`src/design/m4i_pkg.sv`:
```
// ----------------------------------------------------------------------------
// m4i_pkg: shared definitions of the 4x4 matrix inverse unit
// Widths of the exact integer intermediates and the control word of the
// multiply-accumulate unit.
// ----------------------------------------------------------------------------
`default_nettype none
package m4i_pkg;
	localparam int ELEM_W        = 32;
	localparam int LIMB_W        = 32;
	localparam int PROD_W        = 2 * (LIMB_W + 1);
	localparam int MINOR_W       = 65;
	localparam int COF_W         = 99;
	localparam int DET_W         = 133;
	localparam int OP_W          = 4 * LIMB_W;
	localparam int IDX_W         = 4;
	localparam int FRAC_BITS_DEF = 16;

	typedef struct packed {
		logic       mul_en;
		logic       acc_en;
		logic       clr;
		logic       neg;
		logic       top;
		logic [1:0] limb;
	} mac_ctl_t;

	// Index n (0..2) of the list 0..3 with x removed.
	function automatic logic [1:0] excl(input logic [1:0] x, input logic [1:0] n);
		logic [1:0] r;
		r = (n < x) ? n : n + 2'd1;
		return r;
	endfunction
endpackage
`default_nettype wire

```
`src/design/m4i_mac.sv`:
```
// ----------------------------------------------------------------------------
// m4i_mac: shared multiply-accumulate unit
// A 33x33 signed multiply of an element by one limb of a wide operand,
// registered, then a shifted add or subtract into the wide accumulator.
// ----------------------------------------------------------------------------
`default_nettype none
module m4i_mac (
	input  wire                                     clk,
	input  wire                                     arst_n,
	input  wire m4i_pkg::mac_ctl_t                  ctl,
	input  wire logic signed [m4i_pkg::ELEM_W-1:0]  a,
	input  wire logic [m4i_pkg::LIMB_W-1:0]         b,
	output logic signed [m4i_pkg::DET_W-1:0]        acc
);
	localparam int PW = m4i_pkg::PROD_W;
	localparam int DW = m4i_pkg::DET_W;

	logic signed [m4i_pkg::ELEM_W:0] a_ext;
	logic signed [m4i_pkg::LIMB_W:0] b_ext;
	logic signed [PW-1:0]            prod_s1;
	logic [DW-1:0]                   term;
	logic [DW-1:0]                   base;
	logic signed [DW-1:0]            acc_q;

	assign a_ext = {a[m4i_pkg::ELEM_W-1], a};
	assign b_ext = {ctl.top & b[m4i_pkg::LIMB_W-1], b};
	assign term  = {{(DW-PW){prod_s1[PW-1]}}, prod_s1} << {ctl.limb, 5'b00000};
	assign base  = ctl.clr ? '0 : acc_q;
	assign acc   = acc_q;

	always_ff @(posedge clk or negedge arst_n) begin
		if (!arst_n) begin
			acc_q <= '0;
		end else if (ctl.acc_en) begin
			acc_q <= ctl.neg ? signed'(base - term) : signed'(base + term);
		end
	end

	always_ff @(posedge clk) begin
		if (ctl.mul_en) begin
			prod_s1 <= a_ext * b_ext;
		end
	end
endmodule
`default_nettype wire

```
`config.mk`:
```
export PLATFORM = sky130hd
export DESIGN_NAME = m4i_mac
export DESIGN_NICKNAME = d
export VERILOG_FILES = /design/src/design/m4i_pkg.sv /design/src/design/m4i_mac.sv
export SDC_FILE = /design/constraint.sdc
export NUM_CORES = 2
export LEC_CHECK = 0
export BUFFER_PORTS_ARGS = -buffer_cell sky130_fd_sc_hd__buf_2
export CAP_MARGIN = 40
export CORE_MARGIN = 4
export CORE_UTILIZATION = 30
export CTS_CLUSTER_DIAMETER = 150
export CTS_CLUSTER_SIZE = 14
export DETAILED_ROUTE_END_ITERATION = 6
export GPL_TIMING_DRIVEN = 0
export PLACE_DENSITY = 0.49
export SYNTH_ARGS = -nofsm -noshare
export SYNTH_HDL_FRONTEND = slang
export SYNTH_SLANG_ARGS = --single-unit
```
`constraint.sdc`:
```
create_clock -name clk -period 8.3 [get_ports clk]
set_clock_uncertainty 0.2 [all_clocks]
set_input_delay 0.415 -clock clk [delete_from_list [all_inputs] [get_ports clk]]
set_output_delay 0.415 -clock clk [all_outputs]
set_load 0.05 [all_outputs]
```
After elaboration in Yosys (flattened, before gate mapping)
Index checks and enable logic that the tools add are counted.
Widths: inputs -> output; s select.

storage, ports and cells
  register bits after elaboration = 199
  output and inout bits = 133

operators by class
  $add $sub $neg = 2
  $mul = 1
  shift operators = 1
  muxes and demuxes = 2
  bitwise logic cells = 1

operators by type and width
  kind               number
  $mux 133           2
  $add 133x133->133  1
  $shl 133x7->133    1
  $sub 133x133->133  1
  $mul 32x33->65     1
  $and 1x1->1        1

Depth between registers and ports, before layout
  depth after elaboration = 3
  mapped depth = 37
  gate-level depth less buffers = 31

Worst setup path after synthesis
No wires, ideal clock.

  path kind = input port to flip-flop
  from = input ctl[2] in the netlist's numbering
  to = register prod_s1[64], data pin
  setup time = 0.260 ns
  arrival time = 8.063 ns
  setup slack = -0.223 ns
  cell stages on the path = 26
  path through = and2_1 -> clkbuf_1 -> nand2_1 -> fa_1 -> fa_1 -> fa_1 -> fa_1 -> inv_1 -> fa_1 -> fa_1 -> fa_1 -> fa_1 -> ha_1 -> a21o_1 -> a21oi_1 -> nor2_1 -> nor2_1 -> nor4bb_1 -> a41oi_1 -> a221o_1 -> a211oi_1 -> o21ai_0 -> o41ai_1 -> o21bai_1 -> a21oi_1 -> xnor2_1

on the way
  word-level cells in the longest chain between the ends = 2

ends and longest elaborated chain
  element                 line           RTL
  start: declaration      m4i_mac.sv:10  input wire m4i_pkg::mac_ctl_t ctl,
  $and 1x1->1             m4i_mac.sv:26  assign b_ext = {ctl.top & b[m4i_pkg::LIMB_W-1], b};
  $mul 32x33->65          m4i_mac.sv:41  prod_s1 <= a_ext * b_ext;
  end signal: assignment  m4i_mac.sv:41
  end: declaration        m4i_mac.sv:20  logic signed [PW-1:0] prod_s1;

No other way between the ends.
A chain may end at the register's enable or synchronous reset.

Worst setup path in the final report
  from = input a[31] in the netlist's numbering
  to = register prod_s1[64], data pin

on the way
  word-level cells in the longest chain between the ends = 1

ends and longest elaborated chain
  element             line           RTL
  start: declaration  m4i_mac.sv:11  input wire logic signed [m4i_pkg::ELEM_W-1:0] a,
  $mul 32x33->65      m4i_mac.sv:41

No other way between the ends.

==> impl_metrics.tcl <==
set metrics [dict create \
    coreArea_mm2 0.1928 \
    synth_seq_cells 198 \
    cap_viol_max_count 0 \
    post-route-min-period_ps 8316 \
    ios 206 \
    drtPass1Iterations 5 \
    r2r_slack_ps 410 \
    post_synth.cell_area_avg_um2 8.773 \
    route.detailed.drc 0 \
    cp.arrival_ps 8380 \
    crit_family "adder cells" \
    routed_wirelength_um 253800 \
    crit_fanout 9 \
    critical_path.most_common_cell "fa_1" \
    grt_max_degree 85 \
    setup.worst_path.start_class "input port" \
    setup.worst_path.end_class "flop" \
    die_y_um 448.6 \
    ant_nets 0 \
    holdCritPathClass "input port to asynchronous set/reset pin" \
    yosysTopAreaCell "fa_1" \
    setup_viol 1 \
    synthToLayoutAreaGrowth_pct 13.92 \
    clk_pin_slew_ps 90 \
    insertion_delay_ps 540 \
    relSlewSlack_pct 32.58 \
    crit_slowest_cell "fa_2" \
    ctsRootBufferMaster "clkbuf_16" \
    timing.rr.end "acc[126]" \
    cts_buffers 17 \
    wl_per_cell_um 26.49 \
    cts.sinks 198 \
    synth_async_sr_flop_share_pct 67.17 \
    synth_cell_type_count 93 \
    required_ps 8360 \
    cts_buffer_depth 2 \
    grt_antenna_before_repair 13 \
    worst_slew_pin_slew_ps 983.1 \
    die_area_mm2 0.2012 \
    grt_usage_pct 24.95 \
    r2r-start "prod_s1[36]" \
    rows 161 \
    synth_area_leaders "fa_1 38%, inv_1 6.9%, ha_1 6.8%, dfrtp_1 5.7%, and2_1 5.6%" \
    mappedNetlistArea_mm2 0.05823 \
    clock.fmax_mhz 120.2 \
    syn_inst 6638 \
    syn-num-nets 8143 \
    grt_pass1_wl_um 367900 \
    drt-initial-drc-count 3832 \
    rsz0062_at_grt "yes" \
    failed_checks "setup timing" \
    drive_gt1_share_pct 12.66 \
    path_class "input port to flop" \
    ys_warn_count 0 \
    synth_edf_count 65 \
    netlist.area_leader.share_pct 38.30 \
    crit_cells 26 \
    route.vias.total 49060 \
    fin_crit_sh_pct 100.2 \
    setup_tns_ps -16.46 \
    routed_via_density 5.120 \
    io_buffers 202 \
    critical-path-max-stage-delay_ps 720 \
    worst-path-buf-inv 4 \
    die_w_um 448.6 \
    status "complete, but fails checks" \
    crit_start "a[31]" \
    grt_pass1_vias 51430 \
    maxSlewViolCount 0 \
    grt_remaining_overflow 0 \
    ys_seq_area_share_pct 9.067 \
    critPathCapture "prod_s1[64]" \
    nets 8539 \
    r2r_cells 25 \
    cts_max_level 4 \
    post-route-worst-setup-slack_ps -16.46 \
    start_util_pct 30.21 \
    routabilityCongestion 1.005 \
    hold_viol 0 \
    hpwl_um 219900 \
    cts_tree "done" \
    ys.flop_type "dfrtp_1" \
]
## layout by cell type, fill, tap and decap left out, drive strengths merged, types with 9 or more instances in the layout
cell / Yosys / layout
and2: 519 / 519
and3: 35 / 35
xnor2: 200 / 200
mux2i: 52 / 52
nand4: 70 / 70
nand2b: 39 / 39
edfxtp: 65 / 65
a21o: 103 / 103
a31oi: 49 / 49
nor3: 75 / 75
o21a: 26 / 26
a211oi: 21 / 21
nand3: 50 / 50
fa: 1114 / 1114
nor4: 21 / 21
a21boi: 18 / 18
inv: 1068 / 1072
diode: 0 / 9
nand2: 776 / 776
a21oi: 366 / 366
o21bai: 42 / 42
o31ai: 21 / 21
mux2: 129 / 129
o211ai: 13 / 13
o2bb2ai: 17 / 17
ha: 318 / 318
clkbuf: 345 / 324
xor2: 120 / 120
or2: 11 / 11
nor2b: 169 / 169
nor2: 308 / 308
o21ai: 180 / 180
buf: 36 / 451
dfrtp: 133 / 133
## synth_stat cells (133+ instances only)
library cell	instances
nand2_1	775
and2_1	519
nor2_1	306
o21ai_0	174
ha_1	318
inv_1	1068
fa_1	1114
xnor2_1	200
nor2b_1	168
clkbuf_1	345
dfrtp_1	133
a21oi_1	366
## how the worst min path moves through the flow
| stage | startpoint | cells past startpoint | to | slack, ps |
|---|---|---|---|---|
| finish | arst_n | 2 | acc[10] | 220 |
| global route | a[0] | 2 | prod_s1[0] | 250 |
| CTS | arst_n | 2 | acc[31] | 210 |
| detailed placement | arst_n | 1 | acc[23] | 240 |
| global placement | acc[1] | 1 | acc[1] | 310 |
| floorplan | arst_n | 0 | acc[0] | -80 |
## layout make-up
cell class	count	area, um2
antenna	9	22.52
clock buffer	20	446.7
sequential	198	5280
fill	20180	126400
clock inverter	12	165.2
multi-input combinational	4989	47990
timing repair buffer	390	3213
buffer	368	2031
tap	2526	3161
inverter	1070	4033
## flip-flops by register name, summed over array words and instances, names as in the netlist
register,flops
acc,133
prod_s1,65
## kinds of logic after synthesis
kind of cell,after synthesis,share of synthesized area (%)
muxes,181,3.423
xor gates and xnor gates,320,4.813
buffers and inverters,1451,9.475
DFF,198,9.067
adders and majority gates,1432,45.13
and+or+nand+nor,2111,18.05
AOI/OAI and AO/OA,945,10.05
## repair_timing
item | in CTS | in global routing
hold buffers | 1 | 0
setup buffers | 15 | 27
setup endpoints to repair | 124 | 38
hold endpoints to repair | 49 | 0
resized for setup | 281 | 261
pin swaps | 24 | 74
## per-stage QoR
step	area, um2	util [%]	instances	hold slack, ps	worst slack [ps]
final	66340	34.41	9582	222.5	-16.46
after global routing	66320	34.40	9574	247.7	-214.2
after CTS	65610	34.04	9554	213.4	-17.67
after detailed placement	64140	33.27	9511	238.5	-3122
after global placement	62420	32.38	9366	307.1	-3365
after floorplan	58250	-	6638	-80.59	45.47
## per-layer routing
metal	GRT usage (%)	part of all wire, %	up-vias
met5	0.1420	0.011	-
met2	40.64	46	1950
met4	10.82	5.4	4
met1	32.59	42	25020
li1	-	-	21650
met3	4.312	6.9	440
## worst reg2reg max path: cells and delay by family (launching register included)
kind,cells,cell delay (ps)
AO/OA/AOI/OAI,10,2710
AND/OR/NAND/NOR,8,2150
multiplexers,2,960
XOR/XNOR,2,560
flip-flops,1,540
buffers and inverters,2,330
adder cells (fa/ha/maj),1,310
Power is left out: the tool's default activity adds up to more than one toggle a clock period on the data nets, which glitch-free logic cannot reach.
