File: src/design/m4i_pkg.sv
// ----------------------------------------------------------------------------
// m4i_pkg: shared definitions of the 4x4 matrix inverse unit
// Widths of the exact integer intermediates and the control word of the
// multiply-accumulate unit.
// ----------------------------------------------------------------------------
`default_nettype none
package m4i_pkg;
	localparam int ELEM_W        = 32;
	localparam int LIMB_W        = 32;
	localparam int PROD_W        = 2 * (LIMB_W + 1);
	localparam int MINOR_W       = 65;
	localparam int COF_W         = 99;
	localparam int DET_W         = 133;
	localparam int OP_W          = 4 * LIMB_W;
	localparam int IDX_W         = 4;
	localparam int FRAC_BITS_DEF = 16;

	typedef struct packed {
		logic       mul_en;
		logic       acc_en;
		logic       clr;
		logic       neg;
		logic       top;
		logic [1:0] limb;
	} mac_ctl_t;

	// Index n (0..2) of the list 0..3 with x removed.
	function automatic logic [1:0] excl(input logic [1:0] x, input logic [1:0] n);
		logic [1:0] r;
		r = (n < x) ? n : n + 2'd1;
		return r;
	endfunction
endpackage
`default_nettype wire

File: src/design/m4i_div.sv
// ----------------------------------------------------------------------------
// m4i_div: serial unsigned divider
// Restoring division, one quotient bit per cycle, quotient shifted into
// the numerator register.
// ----------------------------------------------------------------------------
`default_nettype none
module m4i_div #(
	parameter int NUM_W = 131
) (
	input  wire                                clk,
	input  wire                                arst_n,
	input  wire                                start,
	input  wire logic [NUM_W-1:0]              num,
	input  wire logic [m4i_pkg::DET_W-1:0]     den,
	output logic                               busy,
	output logic [NUM_W-1:0]                   quot
);
	localparam int DW  = m4i_pkg::DET_W;
	localparam int CW  = $clog2(NUM_W + 1);

	logic [NUM_W-1:0] nq_q;
	logic [DW-1:0]    rem_q;
	logic [CW-1:0]    cnt_q;
	logic             busy_q;
	logic [DW:0]      rem_sh;
	logic [DW+1:0]    diff;

	assign rem_sh = {rem_q, nq_q[NUM_W-1]};
	assign diff   = {1'b0, rem_sh} - {2'b00, den};
	assign busy   = busy_q;
	assign quot   = nq_q;

	always_ff @(posedge clk or negedge arst_n) begin
		if (!arst_n) begin
			busy_q <= 1'b0;
			cnt_q  <= '0;
		end else if (start) begin
			busy_q <= 1'b1;
			cnt_q  <= CW'(NUM_W);
		end else if (busy_q) begin
			cnt_q <= cnt_q - 1'b1;
			if (cnt_q == CW'(1)) begin
				busy_q <= 1'b0;
			end
		end
	end

	always_ff @(posedge clk) begin
		if (start) begin
			nq_q  <= num;
			rem_q <= '0;
		end else if (busy_q) begin
			if (!diff[DW+1]) begin
				rem_q <= diff[DW-1:0];
				nq_q  <= {nq_q[NUM_W-2:0], 1'b1};
			end else begin
				rem_q <= rem_sh[DW-1:0];
				nq_q  <= {nq_q[NUM_W-2:0], 1'b0};
			end
		end
	end
endmodule
`default_nettype wire

File: config.mk
export PLATFORM = sky130hd
export DESIGN_NAME = m4i_div
export DESIGN_NICKNAME = d
export VERILOG_FILES = /design/src/design/m4i_pkg.sv /design/src/design/m4i_div.sv
export SDC_FILE = /design/constraint.sdc
export NUM_CORES = 1
export LEC_CHECK = 0
export ABC_AREA = 0
export BUFFER_PORTS_ARGS = -buffer_cell sky130_fd_sc_hd__buf_2
export CAP_MARGIN = 20
export CORE_UTILIZATION = 53
export CTS_BUF_LIST = sky130_fd_sc_hd__clkbuf_4 sky130_fd_sc_hd__clkbuf_8
export CTS_CLUSTER_DIAMETER = 50
export DETAILED_ROUTE_END_ITERATION = 8
export HOLD_SLACK_MARGIN = 0.03
export PLACE_DENSITY = 0.8
export SETUP_SLACK_MARGIN = 0.4
export SLEW_MARGIN = 20
export SYNTH_ARGS = -nofsm -noshare
export SYNTH_HDL_FRONTEND = slang
export SYNTH_SLANG_ARGS = --single-unit
File: constraint.sdc
create_clock -name clk -period 4.3 [get_ports clk]
set_clock_uncertainty 0.15 [all_clocks]
set_input_delay 0.43 -clock clk [delete_from_list [all_inputs] [get_ports clk]]
set_output_delay 0.43 -clock clk [all_outputs]
set_load 0.01 [all_outputs]
# Word level (Yosys, flattened, before mapping)

Index checks and enable logic that the tools add are counted.

Input port bits: 267
Word-level logic and storage cells: 17
Register bits after elaboration: 273

Reductions and logical operators: 1
Multiplexer cells: 9
Eq/ne operators: 1
$add $sub $neg: 2

Operator list:

| cell                | number |
|---|---|
| $mux 131            | 2 |
| $sub 134x133->135   | 1 |
| $mux 133            | 1 |
| $mux 8              | 2 |
| $eq 8x1->1 const B  | 1 |
| $sub 8x1->8 const B | 1 |
| $mux 1              | 4 |
| $reduce_bool 2->1   | 1 |

# Logic depth before layout (Yosys ltp)

Gate-level depths: netlist of the first run.

Word-level depth: 4
Gate-level depth with buffers: 18

# Least setup slack after synthesis of the first run

Ideal clock, no wire load.

Kind: register to register
Start point: reg busy_q, in the netlist busy
End point: reg nq_q[0], in the netlist quot[0], enable pin
Path buffers: 2
Required time: 3.666 ns
Clock period less this slack: 4.129 ns
Path slack: 0.171 ns
Stages on the path, launching flop included: 5
Arrival: 3.495 ns
Cell sequence: dfrtp_1 > clkbuf_1 > nor2_1 > clkbuf_1 > inv_1

Word-level cells in the longest chain between the ends: 1

RTL lines:

| what                        | line          | RTL |
|---|---|---|
| start: declaration          | m4i_div.sv:24 | `logic busy_q;` |
| start signal: assignment    | m4i_div.sv:35 | `busy_q <= 1'b0;` |
| start signal: assignment    | m4i_div.sv:38 | `busy_q <= 1'b1;` |
| start signal: assignment    | m4i_div.sv:43 | `busy_q <= 1'b0;` |
| $reduce_bool 2->1 (no line) | --            |  |
| end signal: assignment      | m4i_div.sv:50 | `nq_q <= num;` |
| end signal: assignment      | m4i_div.sv:55 | `nq_q <= {nq_q[NUM_W-2:0], 1'b1};` |
| end signal: assignment      | m4i_div.sv:58 | `nq_q <= {nq_q[NUM_W-2:0], 1'b0};` |
| end: declaration            | m4i_div.sv:21 | `logic [NUM_W-1:0] nq_q;` |

Every way passes these cells.
A chain may end at the register's enable or synchronous reset.

# Worst setup path after layout of the first run

Start point: reg rem_q[19]
End point: reg rem_q[117]

Word-level cells in the longest chain between the ends: 2

RTL lines:

| what                     | line          | RTL |
|---|---|---|
| start: declaration       | m4i_div.sv:22 | `logic [DW-1:0] rem_q;` |
| start signal: assignment | m4i_div.sv:54 | `rem_q <= diff[DW-1:0];` |
| start signal: assignment | m4i_div.sv:57 | `rem_q <= rem_sh[DW-1:0];` |
| $sub 134x133->135        | m4i_div.sv:29 | `assign diff = {1'b0, rem_sh} - {2'b00, den};` |
| $mux 133                 | m4i_div.sv:53 | `if (!diff[DW+1]) begin` |

Every way passes these cells.

==> results of run 1 <==
[metrics by stage]
| step | instances | worst slack [ps] | hold WS [ps] | cell area [um2] |
|---|---|---|---|---|
| floorplan | 2655 | 624 | -15.6 | 21600 |
| global placement | 3557 | -3.28 | 139 | 24700 |
| detailed placement | 3557 | -64.6 | 142 | 24700 |
| CTS | 3794 | 318 | 116 | 27300 |
| global route | 3807 | 285 | 145 | 27900 |
| finish | 3809 | 409 | 142 | 27900 |
[worst max-delay path: cells and delay by family (launching register included)]
| kind | cells | cell delay [ps] |
|---|---|---|
| DFF | 1 | 370 |
| adders and majority gates | 1 | 260 |
| and+or+nand+nor | 3 | 710 |
| buffers and inverters | 2 | 330 |
| muxes | 1 | 330 |
| AOI/OAI and AO/OA | 8 | 1640 |
[what timing repair did]
action | in CTS | in global routing
gates resized for setup | 14 | 90
setup buffers | 8 | 8
hold buffers | 133 | 0
hold endpoints to repair | 140 | 0
pin swaps | 12 | 35
endpoints found under the setup margin | 32 | 128
[sequential cells by signal, summed over array words and instances, names as in the netlist]
signal and flops:
rem_q 133, quot 131, cnt_q 8, busy 1
[synth_stat cells (6+ instances only)]
cell type  instances
a22oi_1            7
o21ai_1           23
nand2b_1           6
mux2_2           131
or3_1             14
a21o_1            75
ha_1             135
o21ai_0          127
a311oi_1          74
buf_4              6
mux2i_1           14
a21oi_1          262
xnor2_1           75
edfxtp_1         131
a2111oi_0          6
o22ai_1            7
o211ai_1          15
dfrtp_1            9
dfxtp_1          133
o21a_1            25
and4_1             6
nor2_1           236
o21bai_1          47
and2_1            12
clkbuf_1         125
buf_2             31
or2_2              6
a31oi_1           18
inv_1            188
o31ai_1            8
nand2_1          334
nand3_1           37
a211oi_1          33
nor3_1            44
and3_1            17
nor4_1            11
nor2b_1            9
xor2_1            37
nand4_1           76
[final timing paths]
kind	end	cells past startpoint	slack [ps]
worst min-delay path	rem_q[0]	5	140
worst min register to register	rem_q[14]	2	340
min in group asynchronous	cnt_q[4]	3	660
max in group asynchronous	busy	3	2980
worst max-delay path	rem_q[117]	15	410
worst max register to register	rem_q[117]	15	410
[area by class of cell]
class                      count  area [um2]
clock inverter                27         255
multi-input combinational   2026       13900
inverter                     188         709
antenna                        7        17.5
sequential                   273        6830
clock buffer                  69         887
fill                        3194       12000
timing repair buffer         694        4660
tap                          525         657
[power by group]
group          total, mW  switching, mW  leakage (nW)  internal [mW]
Combinational       1.40          0.761          9.19          0.641
Sequential          3.06          0.148          2.57           2.91
Clock               2.95           1.35         0.588           1.60
Total               7.41           2.26          12.3           5.15
[per-layer routing]
metal / vias to the layer above / GRT usage (%)
met5: - / 0
met4: 14 / 16.1
met3: 284 / 7.72
met2: 1273 / 63.4
met1: 11200 / 49.6
li1: 10800 / -
[kinds of logic (layout without fill, tap and decap cells)]
logic type | Yosys count | after routing
AND/OR/NAND/NOR | 829 | 829
AO/OA/AOI/OAI | 800 | 800
buffers and inverters | 356 | 978
flip-flops | 273 | 273
multiplexers | 149 | 149
adder cells (fa/ha/maj) | 136 | 136
XOR/XNOR | 112 | 112
other | 0 | 7
==> flow_summary_export.csv, run 1 <==
group,metric,value,unit
synthesis,synth_top_area_share,18.2,%
synthesis,synth_xor_area_share,4.54,%
synthesis,synthTopCellsByArea,"edfxtp_1, dfxtp_1, ha_1, mux2_2, a21oi_1",
setup_path,cp_slowest_stage_delay,400,ps
place,portBuffers,398,
clocking,path_clk_slew,60,ps
power,power,7.41,mW
synthesis,synthFlopType,"dfxtp_1",
timing,layout_min_cycle_time,3890,ps
cells_and_area,nNetsFinal,3638,
setup_path,critPathSlowestCell,"nor4_4",
drt,wl_met2,39.1,mm
setup_path,cp-end-kind,"flop",
die,die_area,41500,um2
die,ios,399,
drt,top_layer,"met5",
cells_and_area,final_cell_mix,"buf_2, nand2_1, a21oi_1, nor2_1, inv_1",
clocking,cts_tree,"done",
global_routing,gr-total-overflow,0,
clocking,h-tree-depth,2,
drt,routed-via-count,23600,
synthesis,syn-cell-area,21600,um2
drt,ant_nets,0,
timing,slew_violations,0,
global_routing,grt_pass1_vias,22500,
drt,drc_errors,0,
min_path,hp-class,"primary input to flop",
synthesis,synth_enable_flop_cells,131,
timing,worst_pin_slew,1060,ps
timing,tns,0,ps
timing,setup_violations,0,
synthesis,synth_cells,2655,
synthesis,synth_top_family_by_area,"compound AO/OA/AOI/OAI gates",
cells_and_area,mostFrequentLayoutCell,"buf_2",
die,row_count,73,
clocking,clockRootBuffer,"clkbuf_8",
drt,drt-total-wl,84.2,mm
drt,wl_per_cell,22.1,um
synthesis,ys_seq_area_share,31.6,%
place,place_congestion,1.00,
die,start_util,54.1,%
synthesis,ys_warn_count,0,
cells_and_area,drive_gt1_share,27.4,%
synthesis,synth.distinct_cells,90,
timing,rsz0062_at_grt,"true",
timing,fin_crit_sh,90.5,%
global_routing,antenna_found_initial,14,
global_routing,grt_pass1_wl,126,mm
cells_and_area,syn_to_final_growth,29.1,%
synthesis,async_flop_share,3.30,%
outcome,status,"completed",
synthesis,synth_compound_area_share,24.4,%
drt,vias_per_cell,6.19,
synthesis,synth.largest_area_cell,"edfxtp_1",
global_routing,track_usage,38.7,%
setup_path,worstSetupPathType,"flop to flop",
drt,routed-wl-met3,7.17,mm
power,p_leak,12.4,nW
clocking,clkSinkCount,273,
min_path,min_from,"den[0]",
die,dieWidth,204,um
drt,wl_met1,34.2,mm
clocking,clk_path_buf_depth,3,
synthesis,synthSimpleGateAreaFrac,17.3,%
synthesis,syn_avg_cell_area,8.13,um2
run,max_cap_viol_count,0,
clocking,numCtsBuffers,52,
timing,fmax,257,MHz
synthesis,muxShareOfSynthArea,7.69,%
synthesis,synth_seq_cells,273,
setup_path,worst_setup_path_startpoint,"rem_q[19]",
timing,hold_viol_final,0,
setup_path,cp_max_fo,5,
clocking,clock_latency,680,ps
setup_path,required,4740,ps
drt,dr.pass1.iters,8,
setup_path,arrival,4330,ps
setup_path,r2r-start,"rem_q[19]",
cells_and_area,final_util,69.8,%
place,dp_hpwl,60.0,mm
power,p_per_area,266,nW/um2
setup_path,crit_path_start_kind,"flop",
synthesis,synth_nets,3058,
synthesis,synth_adder_area_share,7.92,%
setup_path,worstPathCellList,"ha_1 > buf_4 > a21oi_1 > o21ai_0 > a21oi_1 > a31oi_2 > nor4_4 > nor2_4 > a211oi_4 > o311ai_2 > buf_4 > and2_1 > o21ai_2 > mux2_1 > a21oi_1",
global_routing,grt_max_degree,152,
setup_path,path_common_cell,"a21oi_1",
timing,relSlewSlack,29.0,%
die,coreArea,39900,um2
drt,drt_iter0_markers,2342,
power,vdd_ir_drop_max,356,uV
die,fp.dieH,204,um
Power figures use the tool's default switching activity.
==> run 2: changes to the inputs <==
--- a/config.mk
+++ b/config.mk
@@ -14,6 +14,7 @@
 export DETAILED_ROUTE_END_ITERATION = 8
 export HOLD_SLACK_MARGIN = 0.03
 export PLACE_DENSITY = 0.8
+export RECOVER_POWER = 50
 export SETUP_SLACK_MARGIN = 0.4
 export SLEW_MARGIN = 20
 export SYNTH_ARGS = -nofsm -noshare
==> run 2 against run 1 <==
  * The flow now finishes with violations (capacitance limit, slew limit)
  * Wire length up 0.26%
  * Utilization down 0.45 points
  * Register-to-register slack about the same
  * Critical endpoint unchanged
  * Largest power group unchanged
  * Cell count unchanged
  * Largest cell class unchanged
  * Hold slack better by 4.4 ps
  * Critical path type unchanged
  * First-iteration DRC count down 0.94%
  * Clock power about the same
  * Combinational power down 3%
==> flow_summary_export.csv, run 2 (synthesis gave the netlist of run 1 again) <==
group,metric,value,unit
outcome,violations,"capacitance limit, slew limit",
global_routing,track_usage,38.7,%
place,place_congestion,1.00,
setup_path,worstSetupPathType,"flop to flop",
setup_path,path_buf_inv,2,
place,portBuffers,398,
power,vdd_ir_drop_max,336,uV
drt,drc_errors,0,
setup_path,cp-end-kind,"flop",
setup_path,cp_max_fo,5,
die,row_count,73,
place,dp_hpwl,60.0,mm
die,start_util,54.1,%
cells_and_area,max_flop_register,"rem_q",
setup_path,required,4730,ps
timing,layout_min_cycle_time,3900,ps
drt,drt_iter0_markers,2320,
setup_path,arrival,4340,ps
power,power,7.38,mW
power,power_frac_clock,40.0,%
power,p_leak,12.0,nW
setup_path,worstPathCellList,"ha_1 > buf_4 > a21oi_1 > o21ai_0 > a21oi_1 > a31oi_2 > nor4_4 > nor2_4 > a211oi_4 > o311ai_2 > buf_4 > and2_1 > o21ai_2 > mux2_1 > a21oi_1",
setup_path,cp_slowest_stage_delay,400,ps
min_path,hp-class,"primary input to flop",
clocking,clock_latency,680,ps
timing,fin_crit_sh,90.8,%
power,pwr-share-seq,41.5,%
setup_path,critical_path.top_delay_family,"compound AO/OA/AOI/OAI gates",
clocking,h-tree-depth,2,
power,p_comb_share,18.5,%
power,p_switching,2.27,mW
setup_path,path_common_cell,"a21oi_1",
cells_and_area,drive_gt1_share,22.6,%
timing,relSlewSlack,-83.9,%
timing,hold_viol_final,0,
die,fp.dieH,204,um
drt,routed-via-count,23600,
power,p_int,5.11,mW
clocking,cts_tree,"done",
drt,drt-total-wl,84.4,mm
die,dieWidth,204,um
clocking,clockRootBuffer,"clkbuf_8",
global_routing,grt_pass1_vias,22500,
setup_path,critPathSlowestCell,"nor4_4",
drt,vias_per_cell,6.19,
global_routing,antenna_found_initial,14,
die,ios,399,
cells_and_area,nNetsFinal,3638,
cells_and_area,mostFrequentLayoutCell,"nand2_1",
die,die_area,41500,um2
clocking,clkSinkCount,273,
global_routing,grt_max_degree,152,
outcome,status,"complete, but fails checks",
clocking,path_clk_slew,60,ps
timing,worst_pin_slew,2760,ps
clocking,numCtsBuffers,52,
drt,ant_nets,0,
power,p_per_area,267,nW/um2
die,coreArea,39900,um2
timing,fmax,256,MHz
clocking,clk_path_buf_depth,3,
timing,rsz0062_at_grt,"true",
timing,slew_violations,118,
run,max_cap_viol_count,1,
global_routing,gr-total-overflow,0,
cells_and_area,syn_to_final_growth,28.3,%
timing,setup_violations,0,
power,sw_frac_of_total,30.7,%
drt,dr.pass1.iters,6,
cells_and_area,largest_reg_flops,133,
setup_path,crit_path_start_kind,"flop",
drt,wl_per_cell,22.2,um
global_routing,grt_pass1_wl,126,mm
cells_and_area,final_cell_mix,"nand2_1, buf_2, a21oi_1, nor2_1, inv_1",
cells_and_area,fillers,3289,
timing,tns,0,ps
==> run 2: cell types whose count changed in the layout (fill, tap and decap cells not counted), sizes merged <==
| cell | change |
|---|---|
| buf | -133 |
| clkbuf | +133 |
==> run 2: path summary, 6_finish.rpt <==
path	slack, ps	start	cells after the start	end
hold / removal	150	den[0]	5	rem_q[0]
max in group asynchronous	2990	arst_n	3	busy
setup reg to reg	400	rem_q[19]	15	rem_q[117]
hold reg to reg	350	rem_q[13]	2	rem_q[14]
min in group asynchronous	660	arst_n	3	cnt_q[0]
setup / recovery	400	rem_q[19]	15	rem_q[117]
==> run 2: through the flow <==
stage	hold slack, ps	util, %	std cells	instance area, um2	setup WS [ps]
final	147	69.4	3809	27700	396
after global routing	145	69.4	3807	27700	285
after CTS	116	68.5	3794	27300	318
after detailed placement	142	62.0	3557	24700	-64.6
after global placement	139	62.0	3557	24700	-3.28
after floorplan	-15.6	-	2655	21600	624
==> run 2: layer usage <==
layer	share of wire, %	vias to the layer above	track usage (%)
met5	0.098	-	0
met4	4.3	14	16.1
met3	8.8	298	7.72
met2	46	1294	63.4
met1	40	11200	49.6
li1	-	10800	-
==> run 2: layout make-up <==
| class | count | area [um2] | area share [%] |
|---|---|---|---|
| flip-flops and latches | 273 | 6830 | 24.7 |
| inverters | 188 | 709 | 2.56 |
| clock buffers | 69 | 887 | 3.20 |
| repair buffers | 694 | 4480 | 16.2 |
| diodes | 7 | 17.5 | 0.0633 |
| clock inverters | 27 | 255 | 0.922 |
| well taps | 525 | 657 | 2.37 |
| multi-input cells | 2026 | 13900 | 50.1 |
==> run 2: repair_timing <==
item / 4_1_cts / 5_1_grt
gates resized for setup: 14 / 90
buffers inserted: 8 / 8
endpoints found under the hold margin: 140 / 0
gates cloned: 0 / 0
setup endpoints to repair: 32 / 128
pin swaps: 12 / 35
hold buffers: 133 / 0
==> run 2: worst register-to-register path, stage by stage, from the launching register on <==
cell and delay [ps]:
dfxtp_1 370, ha_1 260, buf_4 160, a21oi_1 180, o21ai_0 180, a21oi_1 290
a31oi_2 170, nor4_4 400, nor2_4 110, a211oi_4 380, o311ai_2 140, buf_4 180
and2_1 210, o21ai_2 170, mux2_1 330, a21oi_1 150
==> run 2: power by group through the flow <==
stage / clock [mW] / sequential (mW) / combinational [mW]
5_1_grt: 3.06 / 3.07 / 1.45
6_report: 2.95 / 3.06 / 1.36
4_1_cts: 2.90 / 3.03 / 1.32
3_5_place_dp: 0 / 3.08 / 1.20
3_3_place_gp: 0 / 3.07 / 1.18
2_1_floorplan: 0 / 3.11 / 0.645
